`config.mk`:
```
export PLATFORM = sky130hd
export DESIGN_NAME = ipff_ctrl
export DESIGN_NICKNAME = d
export VERILOG_FILES = /design/src/rtl/ipff_pkg.sv /design/src/rtl/ipff_ctrl.sv
export SDC_FILE = /design/constraint.sdc
export NUM_CORES = 1
export LEC_CHECK = 0
export ABC_CLOCK_PERIOD_IN_PS = 1600
export BUFFER_PORTS_ARGS = -buffer_cell sky130_fd_sc_hd__buf_2
export CORE_AREA = 2 2 39 41
export CTS_CLUSTER_DIAMETER = 120
export CTS_CLUSTER_SIZE = 12
export DETAILED_ROUTE_END_ITERATION = 6
export DIE_AREA = 0 0 41 43
export HOLD_SLACK_MARGIN = 0.1
export MAX_ROUTING_LAYER = met4
export PLACE_DENSITY = 0.59
export SETUP_SLACK_MARGIN = 0.02
export SYNTH_ARGS = -nofsm -noshare
export SYNTH_HDL_FRONTEND = slang
export SYNTH_SLANG_ARGS = --single-unit
```
`constraint.sdc`:
```
create_clock -name clk -period 1.6 [get_ports clk]
set_input_delay 0.48 -clock clk [delete_from_list [all_inputs] [get_ports clk]]
set_output_delay 0.48 -clock clk [all_outputs]
set_load 0.005 [all_outputs]
```
`src/rtl/ipff_pkg.sv`:
```
package ipff_pkg;

  localparam int TABLE_DEPTH_DEF = 1024;
  localparam int COUNT_WIDTH_DEF = 32;

  localparam int IN_DATA_W  = 72;
  localparam int OUT_DATA_W = 40;
  localparam int THR_W      = 32;
  localparam int KEY_W      = 32;
  localparam int RES_CNT_W  = 32;

  localparam logic [THR_W-1:0] DROP_THRESHOLD_RST = 32'd20;

  localparam logic [15:0] ETYPE_IPV4      = 16'h0800;
  localparam logic [7:0]  PROTO_ICMP      = 8'd1;
  localparam logic [15:0] LEN_ETH         = 16'd14;
  localparam logic [15:0] LEN_ETH_IP      = 16'd34;
  localparam logic [15:0] LEN_ETH_IP_ICMP = 16'd42;

  localparam logic [2:0] CAUSE_NOT_ICMP   = 3'd0;
  localparam logic [2:0] CAUSE_TRUNCATED  = 3'd1;
  localparam logic [2:0] CAUSE_NEW_SOURCE = 3'd2;
  localparam logic [2:0] CAUSE_TABLE_FULL = 3'd3;
  localparam logic [2:0] CAUSE_UNDER_THR  = 3'd4;
  localparam logic [2:0] CAUSE_OVER_THR   = 3'd5;

  localparam logic VERDICT_PASS = 1'b0;
  localparam logic VERDICT_DROP = 1'b1;

  typedef struct packed {
    logic load;
    logic scan;
    logic hit_upd;
    logic miss;
    logic emit;
  } cmd_t;

  typedef struct packed {
    logic early;
    logic match;
    logic issue_ok;
    logic rd_pend;
    logic out_free;
  } status_t;

endpackage

```
`src/rtl/ipff_ctrl.sv`:
```
module ipff_ctrl (
  input  logic               clk,
  input  logic               rst_n,
  input  logic               in_tvalid,
  output logic               in_tready,
  input  ipff_pkg::status_t  status,
  output ipff_pkg::cmd_t     cmd
);

  typedef enum logic [4:0] {
    S_IDLE = 5'b00001,
    S_SCAN = 5'b00010,
    S_HIT  = 5'b00100,
    S_MISS = 5'b01000,
    S_EMIT = 5'b10000
  } state_t;

  state_t state_r;
  state_t state_nxt;

  assign in_tready = (state_r == S_IDLE);

  always_comb begin
    state_nxt   = state_r;
    cmd         = '0;
    case (state_r)
      S_IDLE: begin
        if (in_tvalid) begin
          cmd.load  = 1'b1;
          state_nxt = status.early ? S_EMIT : S_SCAN;
        end
      end
      S_SCAN: begin
        cmd.scan = 1'b1;
        if (status.match) begin
          state_nxt = S_HIT;
        end else if (!status.issue_ok && !status.rd_pend) begin
          state_nxt = S_MISS;
        end
      end
      S_HIT: begin
        cmd.hit_upd = 1'b1;
        state_nxt   = S_EMIT;
      end
      S_MISS: begin
        cmd.miss  = 1'b1;
        state_nxt = S_EMIT;
      end
      S_EMIT: begin
        if (status.out_free) begin
          cmd.emit  = 1'b1;
          state_nxt = S_IDLE;
        end
      end
      default: begin
        state_nxt = S_IDLE;
      end
    endcase
  end

  always_ff @(posedge clk) begin
    if (!rst_n) begin
      state_r <= S_IDLE;
    end else begin
      state_r <= state_nxt;
    end
  end

endmodule

```
# Yosys cells after proc, flatten, opt, wreduce, memory -nomap -nowiden
# Index checks and enable logic that the tools add are counted.
# W data, S select, Z words.
[totals]
word_cells = 27
input_bits = 8
output_inout_bits = 6
reg_bits = 5
[classes]
n_reduce_logical = 5
eq_ne = 8
mux = 13
[op_table]
columns = ["operator", "n"]
rows = [
  ["$mux W5", 5],
  ["$pmux W5 S4", 1],
  ["$mux W1", 7],
  ["$eq A5 B1 Y1 const B", 1],
  ["$eq A5 B2 Y1 const B", 1],
  ["$eq A5 B3 Y1 const B", 1],
  ["$eq A5 B4 Y1 const B", 1],
  ["$eq A5 B5 Y1 const B", 1],
  ["$ne A2 B2 Y1 const B", 2],
  ["$ne A3 B3 Y1 const B", 1],
  ["$reduce_and A3 Y1", 1],
  ["$logic_not A1 Y1", 2],
  ["$reduce_or A2 Y1", 1],
  ["$logic_and A1 B1 Y1", 1],
]

# Longest topological paths before layout
# Gate-level depths: netlist of run 1.
[depth]
depth_word = 5
depth_mapped = 4
depth_no_buf = 4

# Least setup slack after synthesis of run 1
# Ideal clock, no wire load.
[synth_path]
path_kind = "reg-to-output"
from = "register state_r[3]"
to = "output cmd[4] (netlist name)"
t_arrival_ns = 0.874
path_buffers = 0
setup_slack_ns = 0.246
required_ns = 1.120
stages_incl_launch_ff = 3
path_cell_list = "dfxtp_1 nor3_2 and3_1"
[synth_rtl]
columns = ["item", "line_no", "rtl"]
rows = [
  ["start, declared", "ipff_ctrl.sv:18", "state_t state_r;"],
  ["start signal, assigned", "ipff_ctrl.sv:65", "state_r <= state_nxt;"],
  ["end, declared", "ipff_ctrl.sv:7", "output ipff_pkg::cmd_t cmd"],
]

==> impl_metrics.csv, run 1 <==
group,metric,value,unit
status,status,"finished with violations",
status,violations,"setup timing",
logic_synthesis,ys_seq_elements,5,
finish,drive_gt1_share,69.5,%
finish,diodes,0,
sta,finalWorstSetupSlack,-0.0347,ns
floorplan,std_cell_rows,14,
cts,ctsHoldBuffers,0,
job,maxCapViolations,0,
power_and_ir_drop,peakVddDrop,0.000340,V
logic_synthesis,ys_warn_count,0,
detailed_routing,ant_nets,0,
finish,top_regs,"state_r: 5 flops",
logic_synthesis,ys_types,27,
finish,largest-register,"state_r",
worst_setup_path,crit_path_start_kind,"flop",
detailed_routing,vias,373,
worst_setup_path,crit_required,1.12,ns
detailed_routing,drt-initial-drc-count,7,
logic_synthesis,ys_seq_area_share,29.4,%
hold_path,hold_path_class,"in -> reg",
logic_synthesis,syn_avg_cell_area,9.45,sq um
grt,antenna_found_initial,0,
worst_setup_path,crit_fanout,4,
place,place_congestion,0.758,
worst_setup_path,critical_path.slowest_cell,"dfxtp_4",
cts,clock_latency,0.25,ns
sta,slew_violations,0,
cts,cts_tree,"done",
detailed_routing,drt-pass1-iter-count,2,
sta,period_minus_slack,1.63,ns
grt,grt_pass1_wl,1350,um
grt,track_usage,12.2,%
cts,htree_levels,1,
worst_setup_path,rrSetupSlack,0.20,ns
detailed_routing,routed_via_density,4.97,
logic_synthesis,synth_top_family_by_area,"simple AND/OR/NAND/NOR gates",
cts,cts_buffers,3,
sta,rsz0062_at_grt,"yes",
sta,fin_setup_tns,-0.0712,ns
cts,numClockSinks,5,
floorplan,io_pins,14,
worst_setup_path,r2r_start,"state_r[3]",
sta,setup_viol,4,
finish,utilization,39.7,%
grt,gr-total-overflow,0,
logic_synthesis,synthCells,36,
finish,final-instance-count-excl-fill,75,
finish,largest_register_ffs,5,
detailed_routing,wl_per_cell,12.1,um
hold_path,min_path_cells,3,
worst_setup_path,reg2regPathDepth,4,
cts,cts_root_buf,"clkbuf_4",
logic_synthesis,synthAdderAreaFrac,0,%
worst_setup_path,path_buf_inv,2,
power_and_ir_drop,powerDensity,849,nW/um^2
finish,fillers,135,
sta,slew_headroom,74.8,%
worst_setup_path,path_class,"reg -> out",
grt,grt_max_degree,9,
cts,path_clk_slew,0.05,ns
floorplan,die_area,1760,sq um
sta,finalCritPeriodShare,102,%
place,dpl_cell_area,440,sq um
worst_setup_path,reg2reg_to,"state_r[3]",
detailed_routing,drt-total-wl,904,um
worst_setup_path,cp-end-kind,"output port",
place,portBuffers,13,
logic_synthesis,synthSimpleGateAreaFrac,44.9,%
place,dp_hpwl,635,um
logic_synthesis,synth-compound-area-share,22.4,%
cts,clockBufferDepth,2,
floorplan,dieHeight,43,um
grt,grt_pass1_vias,319,
logic_synthesis,synth_nets,44,
logic_synthesis,synth_xor_area_share,0,%
sta,clock_skew,0.000344,ns
floorplan,dieWidth,41,um
worst_setup_path,cp.arrival,1.15,ns
floorplan,start_util,24.6,%
finish,areaGrowthSynthToFinish,61.4,%
sta,max_freq,0.612,GHz
finish,final_area,549,sq um
floorplan,core,1380,sq um
sta,hold_viol,0,
finish,nets,68,
place,placedCellCount,67,
logic_synthesis,synth_area,340,sq um
hold_path,whs_endpoint,"state_r[3]",
logic_synthesis,synthMuxAreaShare,0,%
worst_setup_path,cp_top_family,"simple AND/OR/NAND/NOR gates",
worst_setup_path,cp_cell_sequence,"nor3_4 > nand3_2 > inv_2 > buf_2",
hold_path,min-delay-start,"status[2]",
detailed_routing,route.detailed.drc,0,
sta,tightest_slew,0.372,ns
power_and_ir_drop,p_leak,0.253,nW
worst_setup_path,max_stage_delay,0.34,ns
==> through the flow <==
stage | hold slack, ns | power [mW] | setup slack [ns]
3_3_place_gp | 0.582 | 0.276 | 0.0743
6_report | 0.485 | 0.466 | -0.0347
3_5_place_dp | 0.587 | 0.277 | 0.0740
4_1_cts | 0.480 | 0.463 | -0.0439
5_1_grt | 0.503 | 0.493 | -0.107
2_1_floorplan | 0.545 | 0.231 | 0.246
==> how the worst max path moves through the flow <==
stage	from	end	slack, ns	depth (start not counted)
finish	state_r[4]	cmd[3]	-0.03	4
global route	state_r[4]	in_tready	-0.11	4
CTS	state_r[4]	cmd[4]	-0.04	3
detailed placement	state_r[4]	cmd[3]	0.07	4
global placement	state_r[4]	cmd[3]	0.07	4
floorplan	state_r[3]	cmd[4]	0.25	2
==> layout make-up <==
class	instances	area (sq um)	area share (%)
clock buffers	4	26.3	4.78
inverters	3	11.3	2.05
multi-input cells	28	262	47.6
flip-flops and latches	5	114	20.7
well taps	16	20.0	3.64
repair buffers	19	116	21.2
==> cell usage after synthesis <==
cell | instances | area (sq um)
nor2_1 | 1 | 3.75
o21ai_0 | 1 | 5.00
and3b_2 | 1 | 10.0
o311ai_1 | 1 | 8.76
and3_1 | 2 | 12.5
dfxtp_1 | 5 | 100
or3_1 | 1 | 6.26
nor3_1 | 2 | 10.0
nor4_1 | 1 | 6.26
nor2b_1 | 1 | 6.26
and4bb_2 | 1 | 12.5
nand4_1 | 1 | 6.26
a31o_1 | 1 | 8.76
inv_1 | 3 | 11.3
nand2_1 | 2 | 7.51
a221oi_1 | 1 | 8.76
a211oi_1 | 1 | 7.51
o21ba_2 | 1 | 10.0
nor3_2 | 1 | 10.0
nand3_1 | 1 | 5.00
nor3b_1 | 1 | 7.51
and2b_2 | 1 | 8.76
nand3b_1 | 1 | 7.51
and4b_2 | 1 | 11.3
or3_4 | 1 | 11.3
o41ai_4 | 1 | 27.5
nand3_2 | 1 | 10.0
==> worst register-to-register path: stages, from the launching register on <==
cell and delay (ns):
dfxtp_2 0.33, buf_4 0.15, or3_4 0.39, o41ai_4 0.29, nor4_1 0.11
==> cell usage in the layout, fill, tap and decap left out, types with 2 or more instances in the layout <==
cell       n
and3_1     2
buf_2     12
buf_4      6
clkbuf_4   3
dfxtp_2    2
dfxtp_4    3
inv_1      2
nand2_1    2
nor3_4     2
==> timing repair <==
| action | CTS | global route |
|---|---|---|
| pin swaps | 5 | 1 |
| buffers inserted | 4 | 0 |
| resized for setup | 12 | 5 |
| setup endpoints to repair | 6 | 6 |
==> routing by layer <==
layer	up-vias	track usage, %	wire length, um
li1	186	-	-
met4	0	8.00	23
met3	2	1.57	33
met1	174	13.3	374
met2	11	19.4	472
met5	-	-	0
==> cell families after synthesis <==
kind of cell / count (synthesis)
AO/OA/AOI/OAI: 7
buffers and inverters: 3
flip-flops: 5
AND/OR/NAND/NOR: 21
==> report_power, final <==
group	switching, mW	internal (mW)
clock network	0.0621	0.0950
logic	0.0683	0.0802
registers	0.0235	0.137
total	0.154	0.313
(Power assumes the default switching activity.)
==> inputs of run 2 (changes only) <==
--- a/config.mk
+++ b/config.mk
@@ -5,6 +5,7 @@
 export SDC_FILE = /design/constraint.sdc
 export NUM_CORES = 1
 export LEC_CHECK = 0
+export ABC_AREA = 1
 export ABC_CLOCK_PERIOD_IN_PS = 1600
 export BUFFER_PORTS_ARGS = -buffer_cell sky130_fd_sc_hd__buf_2
 export CORE_AREA = 2 2 39 41
@@ -14,7 +15,7 @@
 export DIE_AREA = 0 0 41 43
 export HOLD_SLACK_MARGIN = 0.1
 export MAX_ROUTING_LAYER = met4
-export PLACE_DENSITY = 0.59
+export PLACE_DENSITY = 0.6
 export SETUP_SLACK_MARGIN = 0.02
 export SYNTH_ARGS = -nofsm -noshare
 export SYNTH_HDL_FRONTEND = slang
==> impl_metrics.csv, run 2 <==
group,metric,value,unit
status,status,"finished with violations",
status,violations,"setup timing",
cts,clock_latency,0.25,ns
hold_path,hold_path_class,"in -> reg",
worst_setup_path,max_stage_delay,0.32,ns
sta,tightest_slew,0.213,ns
detailed_routing,vias,436,
sta,slew_violations,0,
job,maxCapViolations,0,
cts,clockBufferDepth,2,
floorplan,dieWidth,41,um
worst_setup_path,cp_cell_sequence,"inv_2 > nand2_4 > nor2_4 > nand2_2 > nor2_2 > buf_2",
logic_synthesis,ys_seq_area_share,28.4,%
cts,numClockSinks,5,
grt,grt_max_degree,7,
sta,finalWorstSetupSlack,-0.0265,ns
worst_setup_path,cp-end-kind,"output port",
sta,rsz0062_at_grt,"yes",
power_and_ir_drop,peakVddDrop,0.000686,V
logic_synthesis,synth_area_leaders,"dfxtp_1 (28%), nor2_1 (15%), inv_1 (8.5%), nand3_2 (5.7%), nand2_1 (5.3%)",
logic_synthesis,yosysMostFrequentCell,"nor2_1",
sta,finalCritPeriodShare,102,%
floorplan,std_cell_rows,14,
grt,grt_pass1_vias,395,
floorplan,core,1380,sq um
place,placedCellCount,84,
power_and_ir_drop,p_leak,0.298,nW
logic_synthesis,synth_nets,63,
cts,cts_tree,"done",
finish,seq_area,109,sq um
cts,htree_levels,1,
cts,cts_buffers,3,
logic_synthesis,synth-async-reset-ratio,0,%
floorplan,dieHeight,43,um
sta,max_freq,0.615,GHz
finish,fillers,156,
finish,largest-register,"state_r",
finish,multiInputGateArea,231,sq um
place,place_ws,0.151,ns
cts,cts_root_buf,"clkbuf_4",
logic_synthesis,synth_area,353,sq um
place,place_congestion,0.790,
grt,grt_pass1_wl,1500,um
logic_synthesis,synth_flop_cell,"dfxtp_1",
worst_setup_path,cp.arrival,1.15,ns
sta,fin_setup_tns,-0.0265,ns
sta,whs,0.492,ns
floorplan,io_pins,14,
worst_setup_path,crit_fanout,4,
logic_synthesis,synth-edff-count,0,
cts,path_clk_slew,0.04,ns
worst_setup_path,crit_path_start_kind,"flop",
detailed_routing,routed_via_density,4.54,
power_and_ir_drop,fin_total_pwr,0.921,mW
sta,period_minus_slack,1.63,ns
power_and_ir_drop,powerDensity,1630,nW/um^2
logic_synthesis,ys_seq_elements,5,
sta,hold_viol,0,
logic_synthesis,ys_warn_count,0,
sta,clock_skew,0.000366,ns
finish,final_common_cell,"buf_2",
grt,antenna_found_initial,0,
floorplan,start_util,25.5,%
place,portBuffers,13,
place,dp_hpwl,605,um
detailed_routing,route.detailed.drc,0,
finish,largest_register_ffs,5,
cts,ctsHoldBuffers,0,
logic_synthesis,syn_avg_cell_area,6.42,sq um
finish,diodes,0,
logic_synthesis,synth_top_cell_area_share,28.4,%
finish,final-instance-count-excl-fill,96,
detailed_routing,drt-total-wl,946,um
logic_synthesis,synthCells,55,
logic_synthesis,ys_types,18,
finish,areaGrowthSynthToFinish,59.9,%
logic_synthesis,yosysTopAreaCell,"dfxtp_1",
grt,track_usage,13.3,%
finish,nets,89,
logic_synthesis,synth_commonest_cells,"nor2_1 (14), inv_1 (8), dfxtp_1 (5), nand2_1 (5)",
detailed_routing,ant_nets,0,
finish,drive_gt1_share,57.5,%
worst_setup_path,crit_required,1.12,ns
grt,gr-total-overflow,0,
detailed_routing,wl_per_cell,9.85,um
finish,top_regs,"state_r: 5 flops",
sta,slew_headroom,85.7,%
floorplan,die_area,1760,sq um
detailed_routing,drt-pass1-iter-count,4,
finish,layout_common_cells,"buf_2 (12), nor2_1 (11), buf_4 (8)",
detailed_routing,drt-initial-drc-count,10,
worst_setup_path,path_class,"reg -> out",
worst_setup_path,critical_path.slowest_cell,"dfxtp_2",
sta,setup_viol,1,
[run 2: changes by cell type in the layout (fill, tap and decap cells not counted), sizes merged, moves of 3 or more]
cell   delta
nand2     +5
inv       +8
nor2     +15
nand3     +3
[run 2: power by group]
group / leakage [nW] / internal, mW / total (mW) / switching, mW
clock network: 0.0150 / 0.0945 / 0.151 / 0.0560
registers: 0.0428 / 0.176 / 0.233 / 0.0576
logic: 0.241 / 0.259 / 0.537 / 0.278
[run 2: kinds of logic (layout without fill, tap and decap cells)]
group,Yosys count,count (layout),synth area share [%]
flip-flops,5,5,28.4
AO/OA/AOI/OAI,3,3,4.97
buffers and inverters,12,37,13.1
AND/OR/NAND/NOR,35,35,53.5
[run 2: metrics by stage]
| step | util, % | area, sq um |
|---|---|---|
| 5_1_grt | 40.8 | 564 |
| 6_report | 40.8 | 564 |
| 2_1_floorplan | - | 353 |
| 4_1_cts | 37.1 | 513 |
| 3_3_place_gp | 31.6 | 438 |
| 3_5_place_dp | 31.6 | 438 |
[run 2: what timing repair did]
item | CTS | global route
setup buffers | 5 | 3
cloned | 0 | 0
endpoints found under the setup margin | 6 | 6
resized for setup | 7 | 8
pin swaps | 2 | 2
[run 2: worst paths after layout]
path | slack, ns | start | end | depth (start not counted)
max | -0.03 | state_r[3] | cmd[4] | 6
min | 0.49 | status[3] | state_r[2] | 3
max reg2reg | 0.39 | state_r[3] | state_r[1] | 9
min reg2reg | 0.59 | state_r[0] | state_r[2] | 3
[run 2: critical path: cells and delay by family, from the launching register on]
kind          cells  cell delay (ns)
flops             1             0.32
simple gates      4             0.38
buf+inv           2             0.19
[run 2: per-layer routing]
layer  GRT usage, %  vias up  part of all wire [%]
li1               -      226                     -
met4           8.00        0                   2.9
met5              -        -                     0
met2           20.9       11                    51
met1           13.2      194                    42
met3           4.71        5                   4.3
[run 2: final cells by class]
type / count / share of cell area (%)
well taps: 16 / 3.55
multi-input cells: 38 / 41.0
clock buffers: 4 / 4.66
inverters: 12 / 8.20
flip-flops and latches: 5 / 19.3
repair buffers: 21 / 23.3
